$ cat config.mk
export PLATFORM = sky130hd
export DESIGN_NAME = bhu_cell
export DESIGN_NICKNAME = d
export VERILOG_FILES = /design/src/rtl/bhu_pkg.sv /design/src/rtl/bhu_cell.sv
export SDC_FILE = /design/constraint.sdc
export NUM_CORES = 1
export LEC_CHECK = 0
export CAP_MARGIN = 20
export CORE_UTILIZATION = 46
export CTS_CLUSTER_DIAMETER = 30
export DETAILED_ROUTE_END_ITERATION = 6
export DONT_BUFFER_PORTS = 1
export GPL_ROUTABILITY_DRIVEN = 0
export REMOVE_ABC_BUFFERS = 1
export SYNTH_ARGS = -nofsm -noshare
export SYNTH_HDL_FRONTEND = slang
export SYNTH_SLANG_ARGS = --single-unit
$ cat constraint.sdc
create_clock -name clk -period 4.15 [get_ports clk]
set_clock_uncertainty 0.1 [all_clocks]
set_input_delay 0.83 -clock clk [delete_from_list [all_inputs] [get_ports clk]]
set_output_delay 0.83 -clock clk [all_outputs]
set_load 0.01 [all_outputs]
$ cat src/rtl/bhu_pkg.sv
// Shared types and codes for the breakpoint halt unit.
// No dependencies; every other file in rtl/ refers to it by scoped names.
package bhu_pkg;

	localparam int ADDR_W = 64;

	// Command codes
	localparam logic [2:0] CMD_CHECK   = 3'd0;
	localparam logic [2:0] CMD_INSERT  = 3'd1;
	localparam logic [2:0] CMD_REMOVE  = 3'd2;
	localparam logic [2:0] CMD_HALT    = 3'd3;
	localparam logic [2:0] CMD_QHALT   = 3'd4;
	localparam logic [2:0] CMD_RESUME  = 3'd5;
	localparam logic [2:0] CMD_CONNECT = 3'd6;

	// Status codes
	localparam logic [1:0] ST_OK      = 2'd0;
	localparam logic [1:0] ST_FULL    = 2'd1;
	localparam logic [1:0] ST_NOMATCH = 2'd2;

	// Request token that walks the cell chain.
	// hit: check matched, insert placed, or remove cleared an entry.
	typedef struct packed {
		logic              vld;
		logic [2:0]        cmd;
		logic [ADDR_W-1:0] addr;
		logic              hit;
	} token_t;

endpackage

$ cat src/rtl/bhu_cell.sv
// One breakpoint entry of the cell chain: address, valid bit, token stage.
// Depends on bhu_pkg.
module bhu_cell (
	input  logic            clk,
	input  logic            arst_n,
	input  bhu_pkg::token_t tin,
	output bhu_pkg::token_t tout
);

	logic                       valid_q;
	logic [bhu_pkg::ADDR_W-1:0] addr_q;
	logic                       match;
	logic                       vld_s1;
	bhu_pkg::token_t            tok_s1;
	bhu_pkg::token_t            tnext;

	assign match = valid_q && (addr_q == tin.addr);

	always_comb begin
		tnext = tin;
		case (tin.cmd)
			bhu_pkg::CMD_CHECK: begin
				tnext.hit = tin.hit | match;
			end
			bhu_pkg::CMD_INSERT: begin
				if (!tin.hit && !valid_q) tnext.hit = 1'b1;
			end
			bhu_pkg::CMD_REMOVE: begin
				if (!tin.hit && match) tnext.hit = 1'b1;
			end
			default: begin
				tnext.hit = tin.hit;
			end
		endcase
	end

	// Entry update
	always_ff @(posedge clk or negedge arst_n) begin
		if (!arst_n) begin
			valid_q <= 1'b0;
		end else if (tin.vld) begin
			case (tin.cmd)
				bhu_pkg::CMD_INSERT: begin
					if (!tin.hit && !valid_q) valid_q <= 1'b1;
				end
				bhu_pkg::CMD_REMOVE: begin
					if (!tin.hit && match) valid_q <= 1'b0;
				end
				bhu_pkg::CMD_CONNECT: begin
					valid_q <= 1'b0;
				end
				default: begin
					valid_q <= valid_q;
				end
			endcase
		end
	end

	always_ff @(posedge clk) begin
		if (tin.vld && tin.cmd == bhu_pkg::CMD_INSERT && !tin.hit && !valid_q) begin
			addr_q <= tin.addr;
		end
	end

	// Token stage toward the next cell
	always_ff @(posedge clk or negedge arst_n) begin
		if (!arst_n) begin
			vld_s1 <= 1'b0;
		end else begin
			vld_s1 <= tin.vld;
		end
	end

	always_ff @(posedge clk) begin
		tok_s1 <= tnext;
	end

	always_comb begin
		tout     = tok_s1;
		tout.vld = vld_s1;
	end

endmodule

==> results of run 1 <==
-- final timing paths --
kind | from | endpoint | slack [ns] | cells past startpoint
hold / removal | tin[23] | tout[23]$_DFF_P_ | 0.24 | 0
max in group asynchronous | arst_n | valid_q$_DFFE_PN0P_ | 3.34 | 1
setup / recovery | valid_q$_DFFE_PN0P_ | addr_q[24]$_DFFE_PP_ | 2.06 | 3
hold reg to reg | valid_q$_DFFE_PN0P_ | valid_q$_DFFE_PN0P_ | 0.53 | 2
min in group asynchronous | arst_n | vld_s1$_DFF_PN0_ | 0.47 | 1
setup reg to reg | valid_q$_DFFE_PN0P_ | addr_q[24]$_DFFE_PP_ | 2.06 | 3
-- worst register-to-register path: cells and delay by family (launching register included) --
family	cells	cell delay (ns)
buffers and inverters	1	0.43
flip-flops	1	0.43
AND/OR/NAND/NOR	2	0.75
-- state kept, by name (all words and copies together) (netlist names) --
register  flops
addr_q       64
valid_q       1
tout         68
vld_s1        1
-- per-layer routing --
metal  wire length (um)  vias to the layer above  global-route usage  part of all wire
li1                   -                      940                   -                 -
met1               3038                      981              0.1950              0.45
met2               3119                       95              0.2209              0.46
met3                486                       13             0.06403             0.071
met4                154                        0              0.1014             0.023
met5                  0                        -                   0                 0
-- stage by stage --
stage	instance area, um2	setup slack [ns]	util	power, uW
final	4957	2.064	0.5629	2963
after global routing	4957	1.942	0.5629	3059
after CTS	4957	2.051	0.5629	3001
after detailed placement	4353	1.629	0.4943	1527
after global placement	4353	1.655	0.4943	1527
after floorplan	4202	0.7660	-	1517
-- kinds of logic (layout without fill, tap and decap cells) --
group,Yosys count,count (layout),synth area share
flops,134,134,0.7919
xor+xnor,49,49,0.1020
simple gates,43,43,0.06629
compound gates,13,13,0.02824
buf+inv,12,46,0.01159
-- cell usage after synthesis (all sizes together) (2+ instances only) --
cell	number	area share
inv	11	0.0098
edfxtp	64	0.46
o221ai	2	0.0042
dfxtp	68	0.32
o22ai	3	0.0045
dfrtp	2	0.012
xnor2	46	0.096
nor2b	11	0.016
xor2	3	0.0062
nor4	5	0.010
nand2b	3	0.0045
and2b	2	0.0036
nand4	14	0.021
a2111o	4	0.011
nor2	3	0.0027
-- what timing repair did --
item | 4_1_cts | 5_1_grt
endpoints found under the setup margin | 0 | 0
hold buffers | 1 | 0
hold endpoints to repair | 2 | 0
-- final cells by class --
cell class                      instances  area [um2]
Clock buffer                           24       503.0
Clock inverter                          8       91.34
Fill cell                             733        3849
Inverter                               11       41.29
Multi-Input combinational cell        105       828.3
Sequential cell                       134        3333
Tap cell                              108       135.1
Timing Repair Buffer                    3       25.02
-- power by group through the flow --
stage               clock [uW]  sequential [uW]  combinational, uW
floorplan                    0             1480               36.7
global placement             0             1480               42.2
detailed placement           0             1480               42.5
CTS                       1500             1460               44.2
global route              1550             1460               48.3
finish                    1460             1460               43.4
==> results, run 1 <==
- The flow ran to the end, but the final reports show violations.
- The final reports fail on design-rule violations.
- The post-cts sizing count is 0.
- The number of post-CTS setup repair buffers is 0.
- The detailed-route DRC error count is 22.
- At the pin with the least slew margin, the transition time is 0.6263 ns.
- The wire length per cell after detailed routing is 17.30 um.
- The worst path needs 2.086 ns of the cycle, external delays included.
- The worst pin sits at a relative slew slack of 0.5786.
- The kind of start point of the critical path is a flip-flop.
- Clock-pin slew was measured on the worst setup and hold paths at 0.06 ns.
- The total number of H-tree levels is 4.
- The cell count after synthesis is 251.
- The first TritonRoute pass finished after 7 iterations.
- The initial utilization of the core area, before any placement, comes to 0.4780.
- The die covers 9537 um2.
- The final clock period utilization by the worst path is 0.5027.
- The mean post-synth cell area is 16.77 um2.
- The proportion of power drawn by flip-flops and latches is 0.492.
- The number of buffer and inverter stages on the critical path is 1.
- The share of total power dissipated in the clock network is 0.493.
- The number of antenna violations at the first check in global routing was 0.
- The start-to-end type of the worst setup path is reg -> reg.
- The first-pass GRT wire length is 10680 um.
- The internal power of the cells totals 2405 uW.
- The clock drives 134 sinks.
- The leakage power is 0.001744 uW.
- STA puts the critical path data required time at 4.20 ns.
- The tool flagged a number of max-cap violations equal to 0.
- The share of cells above drive strength 1 is 0.1193.
- The count of cells in the finished layout, fillers not included, comes to 393.
- The number of buffers inserted by port buffering is 0.
- The power per unit of standard cell area is 597.7 nW/um2.
- The setup-violating endpoint count in the final report is 0.
- The placed wire-length estimate is 4681 um.
- In this run the power spent charging and discharging nets is 557.6 uW.
- The CTS tree is yes.
- The antenna diode count is 0.
- The worst setup path is captured at a flip-flop.
- The number of global-route vias before repair is 2098.
- The overall routing resource usage is 0.1556.
- The clock tree root driver cell is sky130_fd_sc_hd__clkbuf_8.
- The detail route stage leaves a number of antenna-violating nets equal to 0.
- Of the synthesized area, sequential elements account for 0.7919.
- The top-level I/O count is 140.
- Wires add up to 6799 um.
- The critical path goes through nor4b_1 -> and3_2 -> buf_4.
- The synthesized flop and latch total is 134.
- Using the TritonRoute via totals, the vias-per-cell ratio works out to 5.163.
- Of the total power, the share spent switching nets is 0.1882.
- After routing, the total negative slack on setup checks comes to 0 ns.
- The total congestion overflow is 0.
- Of all nets on the critical path, the largest fanout is 39.
- Entering global routing, the biggest net connects 40 pins.
- Yosys printed 0 warnings.
- The count of final hold-check violations was 0.
- In the final design database the tool counted 343 nets.
- The primary flip-flop cell chosen by synthesis mapping is sky130_fd_sc_hd__dfxtp_1.
- The synthesis-to-layout area growth is 17.78%.
- The first routing iteration left 90 violations.
- The final number of max-transition violations is 0.
- Setup repair after global routing left no endpoint under its margin.
- The largest buffer count on any clock path is 2.
- In this run the cell area of the synthesized design comes to 4209 um2.
- For the worst-skew pair, the clock arrives at the later sink with an insertion delay of 0.51 ns.
- The highest achievable clock rate is 479.4 MHz.
- The library cells used most frequently in the layout, excluding fill and tap cells, are sky130_fd_sc_hd__dfxtp_1 (68), sky130_fd_sc_hd__edfxtp_1 (64), sky130_fd_sc_hd__xnor2_1 (46), sky130_fd_sc_hd__clkbuf_16 (18), sky130_fd_sc_hd__nand4_1 (14).
- The critical path data arrival time is 2.13 ns.
- The tightest min-delay check is of the in -> reg type.
- The cell count after placement is 360.
- The library cell used most frequently in the layout, excluding fill and tap cells, is sky130_fd_sc_hd__dfxtp_1.
- Yosys mapped a number of flops with a built-in enable equal to 64.
- From left edge to right edge, the die measures 97.66 um.
- The routed layout has 2029 vias.
- The total CTS buffers is 17.
- The floorplan die height is 97.66 um.
- The row count is 34.
- The share of total power dissipated in combinational logic is 0.015.
- The number of distinct library cell variants in the gate-level netlist after synthesis is 26.
- The total core area is 8806 um2.
- The share of synthesized flip-flops with an asynchronous set or reset is 0.01493.
- The family of cells with the greatest summed delay on the critical path is simple AND/OR/NAND/NOR gates.
- The slowest stage of the critical path belongs to the cell sky130_fd_sc_hd__nor4b_1.
- IR analysis of the VDD net gives a maximum drop of 0.3049 mV.
- The delay of the slowest cell on the worst path is 0.45 ns.
- Hold timing on the final database bottoms out at a slack of 0.2429 ns.
Power figures use the tool's default switching activity.
==> run 2: changes to the inputs <==
- ABC_AREA: unset -> 1
- clock period: 4.15 -> 1.8 ns (I/O delays scaled with it)
==> results, run 2 <==
- The count of final hold-check violations is 0 (unchanged).
- The number of post-CTS setup repair buffers came to 0 (unchanged).
- The pin count of the biggest net entering global routing is 31 (-23%).
- The synthesized flop and latch total is 134 (unchanged).
- For this run, the leading register cell type out of synthesis is sky130_fd_sc_hd__dfxtp_1.
- The critical path data arrival time is 2.01 ns (-0.12 ns).
- The relative max-transition margin came to 0.7989 (+0.2203).
- The count of clock tree sinks is 134 (unchanged).
- The full die area is 11340 um2 (+19%).
- By count the netlist is led by sky130_fd_sc_hd__nand2_1 (160), sky130_fd_sc_hd__inv_1 (96), sky130_fd_sc_hd__nor2_1 (81).
- The largest buffer count on any clock path is 2 (unchanged).
- The number of global-route vias before repair came to 3884 (+85%).
- The number of antenna violations at the first check in global routing is 0 (unchanged).
- The clock tree root driver cell is sky130_fd_sc_hd__clkbuf_8.
- The final hold slack was 0.04413 ns (-0.1988 ns).
- The share of the yosys chip area belonging to registers came to 0.6638 (-0.1281).
- The count of flip-flops with a built-in enable after synthesis came to 64 (unchanged).
- The family of cells with the greatest summed delay on the critical path is simple AND/OR/NAND/NOR gates.
- The data required time at the worst endpoint is 2.11 ns (-2.09 ns).
- The most frequent standard cell in the layout excluding fill and tap cells is sky130_fd_sc_hd__nand2_1.
- The die boundary width was 106.5 um (+9.0%).
- The slowest library cell on the worst path is sky130_fd_sc_hd__edfxtp_1.
- The placed wire-length estimate was 8082 um (+73%).
- The final clock period utilization by the worst path is 0.9416 (+0.4390).
- The leakage power is 0.002921 uW (+67%).
- The count of filler cells inserted in the layout is 880 (+20%).
- The number of buffers inserted by port buffering was 0 (unchanged).
- The critical path is of the reg -> reg type.
- The mapped cell area was 5021 um2 (+19%).
- The wire length per cell after detailed routing is 16.25 um (-6.1%).
- The clock period minus worst slack is 1.695 ns (-0.3911 ns).
- The total of max-cap violations was 0 (unchanged).
- The number of flip-flops under the largest register name came to 68 (unchanged).
- The count of nets left with antenna violations after detail routing is 0 (unchanged).
- The delay of the slowest cell on the worst path is 0.41 ns (-0.04 ns).
- The clock share of power is 0.455 (-0.038).
- The most common cell in the synthesized netlist is sky130_fd_sc_hd__nand2_1.
- The number of buffer and inverter stages on the critical path was 1 (unchanged).
- The top-area cell type share of the netlist area is 0.3828 (-0.07384).
- The combinational fraction of design power is 0.059 (+0.044).
- The detailed-router iteration count before antenna repair is 4 (-3).
- The mean post-synth cell area is 9.403 um2 (-44%).
- The yosys synthesis warning count is 0 (unchanged).
- The synthesized design spends more area on one cell type than any other, namely sky130_fd_sc_hd__edfxtp_1.
- The overall routing resource usage is 0.2361 (+0.08057).
- The total core area was 10460 um2 (+19%).
- Walking the worst path, the cells encountered are inv_1 -> nor2_1 -> nor2_2 -> nand2_1 -> nor2_1 -> nand2_1 -> nor2_2 -> nand4_1 -> nand2_1 -> nand2_1 -> nand2_1 -> nand2_1.
- The final number of max-transition violations is 0 (unchanged).
- The final design instance area without fill is 6535 um2 (+32%).
- The run finished with clean final reports.
- STA classifies the critical path endpoint as a flip-flop.
- The vias per cell is 4.841 (-6.2%).
- The detailed-route DRC error count is 0 (-100%).
- The first-pass GRT wire length is 19550 um (+83%).
- The setup-violating endpoint count in the final report came to 0 (unchanged).
- The antenna diode count is 0 (unchanged).
- In the post-synthesis netlist, the biggest area contributors are sky130_fd_sc_hd__edfxtp_1 (38%), sky130_fd_sc_hd__dfxtp_1 (27%), sky130_fd_sc_hd__nand2_1 (12%).
- The CTS tree is yes.
- The count of vias placed by the detailed router was 3752 (+85%).
- The synthesis-to-layout area growth is 30.15%.
- The violation count after the first detailed-routing iteration came to 223 (+150%).
- The total congestion overflow came to 0 (unchanged).
- The top-level I/O count is 140 (unchanged).
- The worst setup path is launched from a flip-flop.
- The largest voltage drop on the vdd net was 0.6042 mV (+98%).
- The proportion of power drawn by flip-flops and latches is 0.487 (-0.005).
- The starting utilization of the core area is 0.4799 (+0.001932).
- Leaving out fill and tap cells, the most frequent cells in the layout are sky130_fd_sc_hd__nand2_1 (159), sky130_fd_sc_hd__inv_1 (96), sky130_fd_sc_hd__nor2_1 (72), sky130_fd_sc_hd__dlygate4sd3_1 (71), sky130_fd_sc_hd__dfxtp_1 (68).
- The switching share of power is 0.2348 (+0.04663).
- The final wirelength is 12590 um (+85%).
- The post-CTS clock slew at the launch and capture registers of the worst setup and hold paths is 0.07 ns (about the same).
- The final-stage net count is 697 (+100%).
- The highest achievable clock rate is 590.0 MHz (+23%).
- The number of distinct library cell variants in the gate-level netlist after synthesis is 19 (-27%).
- The worst-margin pin slew is 0.2994 ns (-0.3269 ns).
- The share of cells above drive strength 1 is 0.07512 (-0.04418).
- The insertion delay of the later-clocked pin in the worst-skew pair is 0.53 ns (+0.02 ns).
- The most frequent cell on the critical path is sky130_fd_sc_hd__nand2_1.
- The floorplan die height was 106.5 um (+9.0%).
- The final total power is 6992 uW (+140%).
- The total number of H-tree levels came to 4 (unchanged).
- The power per unit of standard cell area is 1070 nW/um2 (+79%).
- The net switching power of the design is 1642 uW (+190%).
- The internal power component came to 5350 uW (+120%).
- The worst hold-check path type is in -> reg.
- The highest net fanout along the worst path was 2 (-95%).
- The share of synthesized flip-flops with an asynchronous set or reset is 0.01493 (unchanged).
- The row count was 37 (+8.8%).
- The total CTS buffers came to 17 (unchanged).
- The cell area after placement was 5239 um2 (+20%).
- The cell count after synthesis is 534 (+110%).
## run 2: cell type report
class	instances	area, um2	share of cell area
clock buffers	18	417.9	0.06395
multi-input cells	303	1365	0.2089
clock inverters	14	130.1	0.01991
inverters	96	360.3	0.05514
repair buffers	74	758.2	0.1160
flip-flops and latches	134	3333	0.5101
well taps	136	170.2	0.02604
## run 2: logic make-up after synthesis
logic type	count (synthesis)	share of synthesized area
compound gates	10	0.01047
simple gates	276	0.2228
xor+xnor	17	0.02966
buf+inv	97	0.07326
flops	134	0.6638
## run 2: path summary, 6_finish.rpt
check                      depth (start not counted)                  end  slack (ns)                 start
max in group asynchronous                          2     vld_s1$_DFF_PN0_        0.90                arst_n
min reg2reg                                        2  valid_q$_DFFE_PN0P_        0.53   valid_q$_DFFE_PN0P_
max                                               12  valid_q$_DFFE_PN0P_        0.11  addr_q[14]$_DFFE_PP_
min in group asynchronous                          2  valid_q$_DFFE_PN0P_        0.53                arst_n
max reg2reg                                       12  valid_q$_DFFE_PN0P_        0.11  addr_q[14]$_DFFE_PP_
min                                                5      tout[0]$_DFF_P_        0.04               tin[67]
## run 2: tightest hold or removal path, cell delays in order
cell	delay, ns
sky130_fd_sc_hd__nor2_1	0.03
sky130_fd_sc_hd__nand2_1	0.06
sky130_fd_sc_hd__nor2_1	0.04
sky130_fd_sc_hd__nor2_1	0.08
sky130_fd_sc_hd__nand2_1	0.05
## run 2: routing by layer
layer  vias up  part of all wire  global-route usage
met1      1737              0.44              0.2991
li1       1833                 -                   -
met2       161              0.47              0.3748
met5         -                 0                   0
met4         0             0.021              0.1115
met3        21             0.064             0.06438
## run 2: through the flow
step                        util  setup WS, ns  instances  setup TNS, ns
after floorplan                -        -2.256        533        -146.47
after global placement    0.5007        0.1338        672              0
after detailed placement  0.5007        0.1222        672              0
after CTS                 0.6210       0.07568        775              0
after global routing      0.6246      -0.01704        775       -0.01704
final                     0.6246        0.1051        775              0
## run 2: timing repair
action                     in CTS  in global routing
hold endpoints to repair      136                  0
gates resized for setup         0                 11
hold buffers                   71                  0
setup endpoints to repair       0                  2
## run 2: power groups by stage
stage          Sequential (uW)  Clock (uW)  Combinational (uW)
2_1_floorplan             3450           0                 185
3_3_place_gp              3460           0                 244
3_5_place_dp              3470           0                 247
4_1_cts                   3400        3240                 403
5_1_grt                   3410        3390                 453
6_report                  3400        3180                 409
