===== src/rtl/bhu_pkg.sv =====
// Shared types and codes for the breakpoint halt unit.
// No dependencies; every other file in rtl/ refers to it by scoped names.
package bhu_pkg;

	localparam int ADDR_W = 64;

	// Command codes
	localparam logic [2:0] CMD_CHECK   = 3'd0;
	localparam logic [2:0] CMD_INSERT  = 3'd1;
	localparam logic [2:0] CMD_REMOVE  = 3'd2;
	localparam logic [2:0] CMD_HALT    = 3'd3;
	localparam logic [2:0] CMD_QHALT   = 3'd4;
	localparam logic [2:0] CMD_RESUME  = 3'd5;
	localparam logic [2:0] CMD_CONNECT = 3'd6;

	// Status codes
	localparam logic [1:0] ST_OK      = 2'd0;
	localparam logic [1:0] ST_FULL    = 2'd1;
	localparam logic [1:0] ST_NOMATCH = 2'd2;

	// Request token that walks the cell chain.
	// hit: check matched, insert placed, or remove cleared an entry.
	typedef struct packed {
		logic              vld;
		logic [2:0]        cmd;
		logic [ADDR_W-1:0] addr;
		logic              hit;
	} token_t;

endpackage


===== src/rtl/bhu_ctrl.sv =====
// Request sequencer and halt state: launches a token into the chain,
// resolves it at the chain end. Depends on bhu_pkg.
module bhu_ctrl (
	input  logic                       clk,
	input  logic                       arst_n,
	input  logic                       start,
	input  logic [2:0]                 cmd,
	input  logic [bhu_pkg::ADDR_W-1:0] address,
	output logic                       busy,
	output bhu_pkg::token_t            tok_launch,
	input  bhu_pkg::token_t            tok_return,
	output logic                       done,
	output logic                       halted,
	output logic                       send_trap,
	output logic [1:0]                 status,
	output logic                       invalidate
);

	typedef enum logic [1:0] {
		S_IDLE = 2'b01,
		S_WALK = 2'b10
	} state_t;

	state_t          state_q;
	logic            accept;
	logic            force_halt_q;
	logic            trap_sent_q;
	logic            fh_n;
	logic            ts_n;
	logic            trap_n;
	logic [1:0]      status_n;
	logic            inval_n;
	logic            launch_vld_q;
	bhu_pkg::token_t launch_q;
	logic            done_q;
	logic            halted_q;
	logic            trap_q;
	logic [1:0]      status_q;
	logic            inval_q;

	assign busy   = (state_q == S_WALK);
	assign accept = start && !busy;

	always_comb begin
		fh_n     = force_halt_q;
		ts_n     = trap_sent_q;
		trap_n   = 1'b0;
		status_n = bhu_pkg::ST_OK;
		inval_n  = 1'b0;
		case (tok_return.cmd)
			bhu_pkg::CMD_CHECK: begin
				if (force_halt_q || tok_return.hit) begin
					fh_n = 1'b1;
					if (!trap_sent_q) begin
						ts_n   = 1'b1;
						trap_n = 1'b1;
					end
				end
			end
			bhu_pkg::CMD_INSERT: begin
				inval_n = 1'b1;
				if (!tok_return.hit) status_n = bhu_pkg::ST_FULL;
			end
			bhu_pkg::CMD_REMOVE: begin
				inval_n = 1'b1;
				if (!tok_return.hit) status_n = bhu_pkg::ST_NOMATCH;
			end
			bhu_pkg::CMD_HALT: begin
				fh_n = 1'b1;
				ts_n = 1'b0;
			end
			bhu_pkg::CMD_QHALT: begin
				fh_n = 1'b1;
				ts_n = 1'b1;
			end
			bhu_pkg::CMD_RESUME: begin
				fh_n = 1'b0;
				ts_n = 1'b0;
			end
			bhu_pkg::CMD_CONNECT: begin
				fh_n = 1'b1;
				ts_n = 1'b0;
			end
			default: begin
				fh_n = force_halt_q;
			end
		endcase
	end

	always_ff @(posedge clk or negedge arst_n) begin
		if (!arst_n) begin
			state_q      <= S_IDLE;
			launch_vld_q <= 1'b0;
			done_q       <= 1'b0;
			force_halt_q <= 1'b0;
			trap_sent_q  <= 1'b0;
		end else begin
			launch_vld_q <= accept;
			done_q       <= 1'b0;
			case (state_q)
				S_IDLE: begin
					if (accept) state_q <= S_WALK;
				end
				S_WALK: begin
					if (tok_return.vld) begin
						state_q      <= S_IDLE;
						done_q       <= 1'b1;
						force_halt_q <= fh_n;
						trap_sent_q  <= ts_n;
					end
				end
				default: begin
					state_q <= S_IDLE;
				end
			endcase
		end
	end

	always_ff @(posedge clk) begin
		if (accept) begin
			launch_q.cmd  <= cmd;
			launch_q.addr <= address;
			launch_q.hit  <= 1'b0;
			launch_q.vld  <= 1'b1;
		end
		if (tok_return.vld) begin
			halted_q <= fh_n;
			trap_q   <= trap_n;
			status_q <= status_n;
			inval_q  <= inval_n;
		end
	end

	always_comb begin
		tok_launch     = launch_q;
		tok_launch.vld = launch_vld_q;
	end

	assign done       = done_q;
	assign halted     = halted_q;
	assign send_trap  = trap_q;
	assign status     = status_q;
	assign invalidate = inval_q;

endmodule

===== config.mk =====
export PLATFORM = sky130hd
export DESIGN_NAME = bhu_ctrl
export DESIGN_NICKNAME = d
export VERILOG_FILES = /design/src/rtl/bhu_pkg.sv /design/src/rtl/bhu_ctrl.sv
export SDC_FILE = /design/constraint.sdc
export NUM_CORES = 1
export LEC_CHECK = 0
export BUFFER_PORTS_ARGS = -buffer_cell sky130_fd_sc_hd__clkbuf_2
export CAP_MARGIN = 20
export CELL_PAD_IN_SITES_DETAIL_PLACEMENT = 0
export CELL_PAD_IN_SITES_GLOBAL_PLACEMENT = 1
export CORE_MARGIN = 2
export CORE_UTILIZATION = 28
export CTS_CLUSTER_DIAMETER = 120
export DETAILED_ROUTE_END_ITERATION = 8
export PLACE_DENSITY = 0.75
export SLEW_MARGIN = 25
export SYNTH_ARGS = -nofsm -noshare
export SYNTH_HDL_FRONTEND = slang
export SYNTH_SLANG_ARGS = --single-unit

===== constraint.sdc =====
create_clock -name clk -period 3.2 [get_ports clk]
set_clock_uncertainty 0.1 [all_clocks]
set_input_delay 0.16 -clock clk [delete_from_list [all_inputs] [get_ports clk]]
set_output_delay 0.16 -clock clk [all_outputs]
set_load 0.05 [all_outputs]

==> reports/qor.yml, run 1 <==
outcome:
  status: "complete, no violations"
synthesis:
  synth_fp_nets: 251
  synth-seq-area-share: 0.913
  synth-main-ff-cell: "edfxtp_1"
  synth_top_area_share: 0.853
  synth_edf_count: 72
  async_reset_ff_frac: 0.0769
  synth_top_cell_by_area: "edfxtp_1"
  synthCells: 112
  ys_types: 24
  syn_area_mm2: 0.00253
  yosys-top-cells-area: "edfxtp_1, dfrtp_1, dfstp_2"
  yosysWarnings: 0
  synth-seq-cells: 78
  synthTopCellsByCount: "edfxtp_1, dfrtp_1, nor2_1, inv_1"
  syn_avg_cell_area_um2: 22.6
  yosysMostFrequentCell: "edfxtp_1"
worst_hold_path:
  hold_path.class: "input pin to asynchronous set/reset pin"
sta:
  hold_violations: 0
  maxSlewViolCount: 0
  min_period_over_period: 0.596
  rsz0062_at_grt: "no"
  period_needed_ns: 1.91
  setup_violations: 0
  tns_ns: 0
  worst_hold_slack_ns: 0.0728
  fmax_mhz: 524
  relSlewSlack: 0.411
  worstMarginPinSlew_ns: 0.884
placement:
  placed_cells: 365
  routabilityCongestion: 0.761
  port_buffers: 149
  hpwl_mm: 4.15
drt:
  drc: 0
  postRouteAntennaNets: 0
  dr.pass1.iters: 4
  drt-initial-drc-count: 37
  vias: 1847
  wl_mm: 6.41
  via_per_inst: 4.10
  wl_per_cell_um: 14.2
floorplanning:
  core-area_mm2: 0.00876
  num_rows: 34
  dieHeight_um: 99.1
  initial_utilization: 0.289
  top_level_ports: 215
  dieArea_mm2: 0.00983
  die_w_um: 99.1
cts:
  cts_buffers: 9
  clkTransAtPathRegs_ns: 0.08
  hold_buffers: 69
  cts_setup_buffers: 0
  clockBufferDepth: 2
  cts_tree: "built"
  htreeDepth: 3
  cts.sinks: 78
  cts_root_buf: "clkbuf_8"
  cts_resized: 0
  insertion_delay_ns: 0.33
worst_setup_path:
  ff2ff_setup_slack_ns: 1.29
  worstPathMaxFanout: 68
  reg2reg_from: "state_q[0]"
  cp.arrival_ns: 1.77
  crit_path_start_kind: "flip-flop"
  crit_required_ns: 3.07
  ff2ff_path_depth: 2
  critical_path_class: "flip-flop to flip-flop"
  timing.rr.end: "tok_launch[5]"
  cp-end-kind: "flip-flop"
cells_and_area:
  nNetsFinal: 476
  fin_cells: 450
  diodes: 0
  area_growth_pct: 69.1
  final_util: 0.489
  drive_above_1_share: 0.497
global_route:
  antenna_found_initial: 0
  grt_max_degree: 69
  grt_pass1_wl_mm: 9.56
  grtUsageTotal: 0.128
  grt-ovfl-total: 0
  grt_pass1_vias: 1941
job:
  maxCapViolCount: 0
power:
  power.total_mw: 2.60
  ir_worst_vdd_uv: 217
  power.density_mw_per_mm2: 607
  leakage_nw: 1.87
## layout make-up
class | count | area (um^2)
Clock inverter | 7 | 80.1
Fill cell | 761 | 4480
Sequential cell | 78 | 2310
Timing Repair Buffer | 218 | 1440
Tap cell | 108 | 135
Clock buffer | 9 | 124
Multi-Input combinational cell | 26 | 180
Inverter | 4 | 15.0
## per-stage QoR
step	worst slack [ns]	cell area [um^2]
final	1.29	4280
after global routing	1.20	4280
after CTS	1.25	4280
after detailed placement	1.28	3390
after global placement	1.32	3390
after floorplan	0.432	2530
## placed cells by master, fill, tap and decap left out, drive strengths merged
cell type,n
clkbuf,158
o31a,1
dfrtp,5
a21o,1
or4,1
a41oi,1
nor4b,3
nor2,5
o211ai,1
nand3,3
o22ai,1
bufinv,1
edfxtp,72
dfstp,1
nand3b,1
conb,1
dlygate4sd3,69
clkinvlp,2
and2,1
nand2b,1
inv,7
xnor2,1
o31ai,1
nand2,1
o21ai,1
clkinv,1
or2b,1
## cell families after synthesis
logic type / count (synthesis) / share of synthesized area
AND/OR/NAND/NOR: 17 / 0.0440
AO/OA/AOI/OAI: 7 / 0.0212
other: 1 / 0.00148
buffers and inverters: 8 / 0.0168
XOR/XNOR: 1 / 0.00346
flip-flops: 78 / 0.913
## flip-flops by register name, summed over array words and instances (netlist names)
register / count
status: 2
state_q: 2
invalidate: 1
force_halt_q: 1
trap_sent_q: 1
done: 1
send_trap: 1
launch_vld_q: 1
halted: 1
tok_launch: 67
## worst max path at each step
stage	endpoint	depth (start not counted)	startpoint
after floorplan	tok_launch[10]	2	state_q[0]
after global placement	tok_launch[55]	2	state_q[0]
after detailed placement	tok_launch[17]	2	state_q[0]
after CTS	tok_launch[56]	2	state_q[0]
after global routing	tok_launch[66]	2	state_q[0]
final	tok_launch[5]	2	state_q[0]
## power by group
part	internal, mW	total, mW	switching, mW	leakage [nW]
Clock	0.370	0.753	0.383	0.0968
Sequential	1.24	1.28	0.0374	0.769
Combinational	0.163	0.572	0.409	1.00
Total	1.77	2.60	0.829	1.87
## metal layers
metal  global-route usage  wire (um)  vias up
met1                0.133       2400      870
li1                     -          -      881
met3               0.0365        436       12
met5                    0          0        -
met4               0.0590        124        0
met2                0.235       3450       84
## critical path, cell delays in order (launching register included)
cell,delay (ns)
dfstp_2,0.54
or2b_1,0.13
and2_4,0.72
No activity file was read; power rests on OpenSTA's default activity.
==> run 2: changes to the inputs <==
==> constraint.sdc (replaced) <==
create_clock -name clk -period 1.9 [get_ports clk]
set_clock_uncertainty 0.1 [all_clocks]
set_input_delay 0.095 -clock clk [delete_from_list [all_inputs] [get_ports clk]]
set_output_delay 0.095 -clock clk [all_outputs]
set_load 0.05 [all_outputs]
==> reports/qor.yml, run 2 (synthesis gave the netlist of run 1 again) <==
cells_and_area:
  nNetsFinal: 481  # +1.1%
  diodes: 0  # unchanged
  fin_cells: 455  # +1.1%
  largest_reg_flops: 67  # unchanged
  fillers: 747  # -1.8%
  multi_input_area_um2: 180  # unchanged
  area_growth_pct: 72.0
  final_common_cell: "clkbuf_2"
  final-seq-area_mm2: 0.00231  # unchanged
  layout_common_cells: "clkbuf_2, edfxtp_1, dlygate4sd3_1, clkbuf_8"
  drive_above_1_share: 0.493  # -0.00428
  design_area_mm2: 0.00436  # +1.7%
placement:
  place_area_mm2: 0.00342  # +0.81%
  hpwl_mm: 4.02  # -3.2%
  placed_cells: 367  # +0.55%
  port_buffers: 149  # unchanged
  routabilityCongestion: 0.710  # -6.7%
worst_setup_path:
  worstPathMaxFanout: 3  # -96%
  critPathMaxStageDelay_ns: 0.41  # -0.31 ns
  worst_path_max_delay_cell: "dfrtp_1"
  crit_buf_inv: 2  # +2
  crit_path_start_kind: "flip-flop"
  cp-end-kind: "output port"
  crit_family: "flip-flops"
  cp-startpoint: "state_q[1]"
  path_cells: "or2b_1 -> inv_1 -> clkbuf_2"
  critical_path_class: "flip-flop to output port"
  crit_required_ns: 1.70  # -1.37 ns
  reg2reg_from: "state_q[0]"
  cp.arrival_ns: 1.36  # -0.41 ns
cts:
  cts_tree: "built"
  cts_setup_buffers: 0  # unchanged
  cts.sinks: 78  # unchanged
  insertion_delay_ns: 0.34  # about the same
  clkTransAtPathRegs_ns: 0.08  # about the same
  cts_root_buf: "clkbuf_8"
  cts_buffers: 9  # unchanged
  htreeDepth: 3  # unchanged
  hold_buffers: 72  # +4.3%
  clockBufferDepth: 2  # unchanged
  cts_resized: 0  # unchanged
power:
  leakage_nw: 1.90  # +1.8%
  power.internal_mw: 3.12  # +76%
  power.density_mw_per_mm2: 1030  # +69%
  ir_worst_vdd_uv: 397  # +83%
  p_seq_frac: 0.481  # -0.010
  sw_frac_of_total: 0.303  # -0.0158
  clockPowerShare: 0.301  # +0.012
  p_comb_frac: 0.218  # -0.002
  p_sw_mw: 1.36  # +64%
sta:
  period_needed_ns: 1.55
  tns_ns: 0  # unchanged
  hold_violations: 0  # unchanged
  maxSlewViolCount: 0  # unchanged
  fmax_mhz: 645
  min_period_over_period: 0.816
  rsz0062_at_grt: "no"
  setup_violations: 0  # unchanged
global_route:
  grt_pass1_vias: 1952  # +0.57%
  grt_max_degree: 51  # -26%
  antenna_found_initial: 0  # unchanged
  grt-ovfl-total: 0  # unchanged
  grtUsageTotal: 0.126  # -0.00128
  grt_pass1_wl_mm: 9.39  # -1.8%
drt:
  dr.pass1.iters: 4  # unchanged
  vias: 1890  # +2.3%
  via_per_inst: 4.15  # +1.2%
  drt-initial-drc-count: 54  # +46%
  drc: 0  # unchanged
  wl_mm: 6.22  # -2.9%
  postRouteAntennaNets: 0  # unchanged
  wl_per_cell_um: 13.7  # -4.0%
worst_hold_path:
  hp-start: "tok_return[68]"
  hold_path.class: "input pin to flip-flop"
floorplanning:
  dieHeight_um: 99.1  # unchanged
  initial_utilization: 0.289  # unchanged
  dieArea_mm2: 0.00983  # unchanged
  die_w_um: 99.1  # unchanged
  num_rows: 34  # unchanged
  top_level_ports: 215  # unchanged
  core-area_mm2: 0.00876  # unchanged
outcome:
  status: "complete, no violations"
job:
  maxCapViolCount: 0  # unchanged
[run 2: cell count changes in the layout (fill, tap and decap cells not counted), sizes merged]
cell,delta
dlygate4sd3,+3
bufinv,+1
buf,+2
inv,-1
[run 2: worst paths after layout]
path,slack (ns),to,cells past startpoint
setup / recovery,0.35,busy,3
hold / removal,0.03,halted,1
setup reg to reg,0.36,tok_launch[24],3
hold reg to reg,0.46,state_q[1],2
max in group asynchronous,0.87,trap_sent_q,3
min in group asynchronous,0.14,state_q[0],2
[run 2: metrics by stage]
stage                     power (mW)  setup slack [ns]   util  hold WS, ns
after floorplan                 2.81             0.211      -       -0.301
after global placement          3.03             0.390  0.390       -0.167
after detailed placement        3.05             0.346  0.390       -0.164
after CTS                       4.55             0.322  0.497       0.0163
after global routing            4.66             0.285  0.497       0.0215
final                           4.48             0.349  0.497       0.0275
[run 2: metal layers]
| metal | track usage | wire [um] |
|---|---|---|
| met5 | 0 | 0 |
| met4 | 0.0580 | 110 |
| met2 | 0.228 | 3320 |
| met1 | 0.133 | 2250 |
| met3 | 0.0415 | 540 |
[run 2: power groups by stage]
| stage | Sequential [mW] | Clock [mW] | Combinational [mW] |
|---|---|---|---|
| floorplan | 2.66 | 0 | 0.154 |
| global placement | 2.18 | 0 | 0.853 |
| detailed placement | 2.19 | 0 | 0.866 |
| CTS | 2.15 | 1.41 | 0.986 |
| global route | 2.17 | 1.47 | 1.03 |
| finish | 2.15 | 1.35 | 0.977 |
[run 2: area by class of cell]
class / instances / area share
Tap cell: 108 / 0.0310
Inverter: 4 / 0.00345
Multi-Input combinational cell: 26 / 0.0413
Clock inverter: 7 / 0.0221
Clock buffer: 9 / 0.0284
Timing Repair Buffer: 223 / 0.343
Sequential cell: 78 / 0.531
==> run 3: changes to the inputs <==
==> constraint.sdc (replaced) <==
create_clock -name clk -period 1.5 [get_ports clk]
set_clock_uncertainty 0.1 [all_clocks]
set_input_delay 0.075 -clock clk [delete_from_list [all_inputs] [get_ports clk]]
set_output_delay 0.075 -clock clk [all_outputs]
set_load 0.05 [all_outputs]
==> reports/qor.yml, run 3 (synthesis gave the netlist of run 1 again) <==
outcome:
  status: "complete, no violations"
job:
  maxCapViolCount: 0  # unchanged
cts:
  insertion_delay_ns: 0.34  # about the same
  cts_root_buf: "clkbuf_8"
  clockBufferDepth: 2  # unchanged
  cts_buffers: 9  # unchanged
  clkTransAtPathRegs_ns: 0.08  # about the same
  cts_tree: "built"
  cts.sinks: 78  # unchanged
  htreeDepth: 3  # unchanged
drt:
  vias: 1942  # +2.8%
  drt-initial-drc-count: 28  # -48%
  via_per_inst: 4.12  # -0.74%
  postRouteAntennaNets: 0  # unchanged
  wl_per_cell_um: 14.9  # +9.3%
  dr.pass1.iters: 4  # unchanged
  drc: 0  # unchanged
  wl_mm: 7.04  # +13%
cells_and_area:
  fillers: 730  # -2.3%
  area_growth_pct: 80.5
  drive_above_1_share: 0.515  # +0.0224
  fin_cells: 471  # +3.5%
  final_common_cell: "clkbuf_2"
  largest_reg_flops: 67  # unchanged
  nNetsFinal: 495  # +2.9%
  layout_common_cells: "clkbuf_2, dlygate4sd3_1, edfxtp_1, clkbuf_8"
power:
  ir_worst_vdd_uv: 471  # +19%
  power.total_mw: 5.71  # +28%
  leakage_nw: 2.01  # +5.8%
  power.density_mw_per_mm2: 1250  # +22%
sta:
  fmax_mhz: 675
  hold_violations: 0  # unchanged
  fin_ws_ns: 0.0178  # -0.331 ns
  worst_hold_slack_ns: 0.0646  # +0.0371 ns
  min_period_over_period: 0.988
  rsz0062_at_grt: "yes"
  maxSlewViolCount: 0  # unchanged
  tns_ns: 0  # unchanged
  period_needed_ns: 1.48
  setup_violations: 0  # unchanged
global_route:
  grt-ovfl-total: 0  # unchanged
  antenna_found_initial: 2  # +2
  grt_pass1_wl_mm: 9.46  # +0.73%
  grt_pass1_vias: 1986  # +1.7%
  grtUsageTotal: 0.129  # +0.00248
  grt_max_degree: 38  # -25%
placement:
  routabilityCongestion: 0.670  # -5.5%
  hpwl_mm: 4.19  # +4.2%
  dp_slack_ns: 0.0415  # -0.305 ns
  port_buffers: 149  # unchanged
  placed_cells: 369  # +0.54%
worst_setup_path:
  crit_path_start_kind: "flip-flop"
  critical_path_class: "flip-flop to flip-flop"
  cp-end-kind: "flip-flop"
  crit_required_ns: 1.47  # -0.23 ns
  worstPathMaxFanout: 9  # +6
  cp.arrival_ns: 1.45  # +0.09 ns
floorplanning:
  top_level_ports: 215  # unchanged
  dieHeight_um: 99.1  # unchanged
  initial_utilization: 0.289  # unchanged
  num_rows: 34  # unchanged
  dieArea_mm2: 0.00983  # unchanged
  die_w_um: 99.1  # unchanged
  core-area_mm2: 0.00876  # unchanged
worst_hold_path:
  hold_path.class: "input pin to flip-flop"
[run 3: cell types whose count changed in the layout (fill, tap and decap cells not counted), moves of 2 or more]
| cell | before | now |
|---|---|---|
| diode_2 | 0 | 2 |
| buf_6 | 0 | 4 |
| buf_4 | 1 | 3 |
| clkbuf_16 | 0 | 4 |
[run 3: per-layer routing]
layer	part of all wire	global-route usage
met5	0	0
met4	0.017	0.0548
met3	0.075	0.0506
met2	0.50	0.227
met1	0.41	0.137
[run 3: cell type report]
class / count / area, um^2 / share of cell area
sequential: 78 / 2310 / 0.506
timing repair buffer: 236 / 1710 / 0.373
multi-input combinational: 27 / 199 / 0.0435
tap: 108 / 135 / 0.0295
clock buffer: 10 / 128 / 0.0279
clock inverter: 6 / 70.1 / 0.0153
inverter: 4 / 17.5 / 0.00383
antenna: 2 / 5.00 / 0.00109
[run 3: worst max-delay path, cell delays in order, from the launching register on]
cell and delay, ns:
dfstp_2 0.54, or2b_4 0.13, and2_4 0.24, clkbuf_16 0.19
[run 3: path summary, 6_finish.rpt]
kind | from | to | slack [ns] | depth (start not counted)
worst max-delay path | state_q[0] | tok_launch[23] | 0.02 | 3
worst min-delay path | tok_return[65] | send_trap | 0.06 | 2
worst max register to register | state_q[0] | tok_launch[23] | 0.02 | 3
worst min register to register | trap_sent_q | trap_sent_q | 0.48 | 2
max in group asynchronous | arst_n | launch_vld_q | 0.51 | 3
min in group asynchronous | arst_n | state_q[0] | 0.10 | 2
[run 3: where the power goes]
group / switching (mW) / leakage, nW / internal, mW
clock: 0.787 / 0.0895 / 0.780
combinational: 0.930 / 1.15 / 0.497
sequential: 0.0749 / 0.769 / 2.64
total: 1.79 / 2.01 / 3.92
[run 3: per-stage QoR]
| step | utilization | instance area, um^2 |
|---|---|---|
| finish | 0.522 | 4570 |
| global route | 0.522 | 4570 |
| CTS | 0.502 | 4400 |
| detailed placement | 0.393 | 3440 |
| global placement | 0.393 | 3440 |
| floorplan | - | 2540 |
[run 3: timing repair]
| action | 4_1_cts | 5_1_grt |
|---|---|---|
| endpoints found under the setup margin | 1 | 28 |
| buffers inserted | 1 | 1 |
| cloned | 0 | 8 |
| pin swaps | 0 | 2 |
| endpoints found under the hold margin | 83 | 0 |
| hold buffers | 74 | 0 |
| gates resized for setup | 3 | 7 |
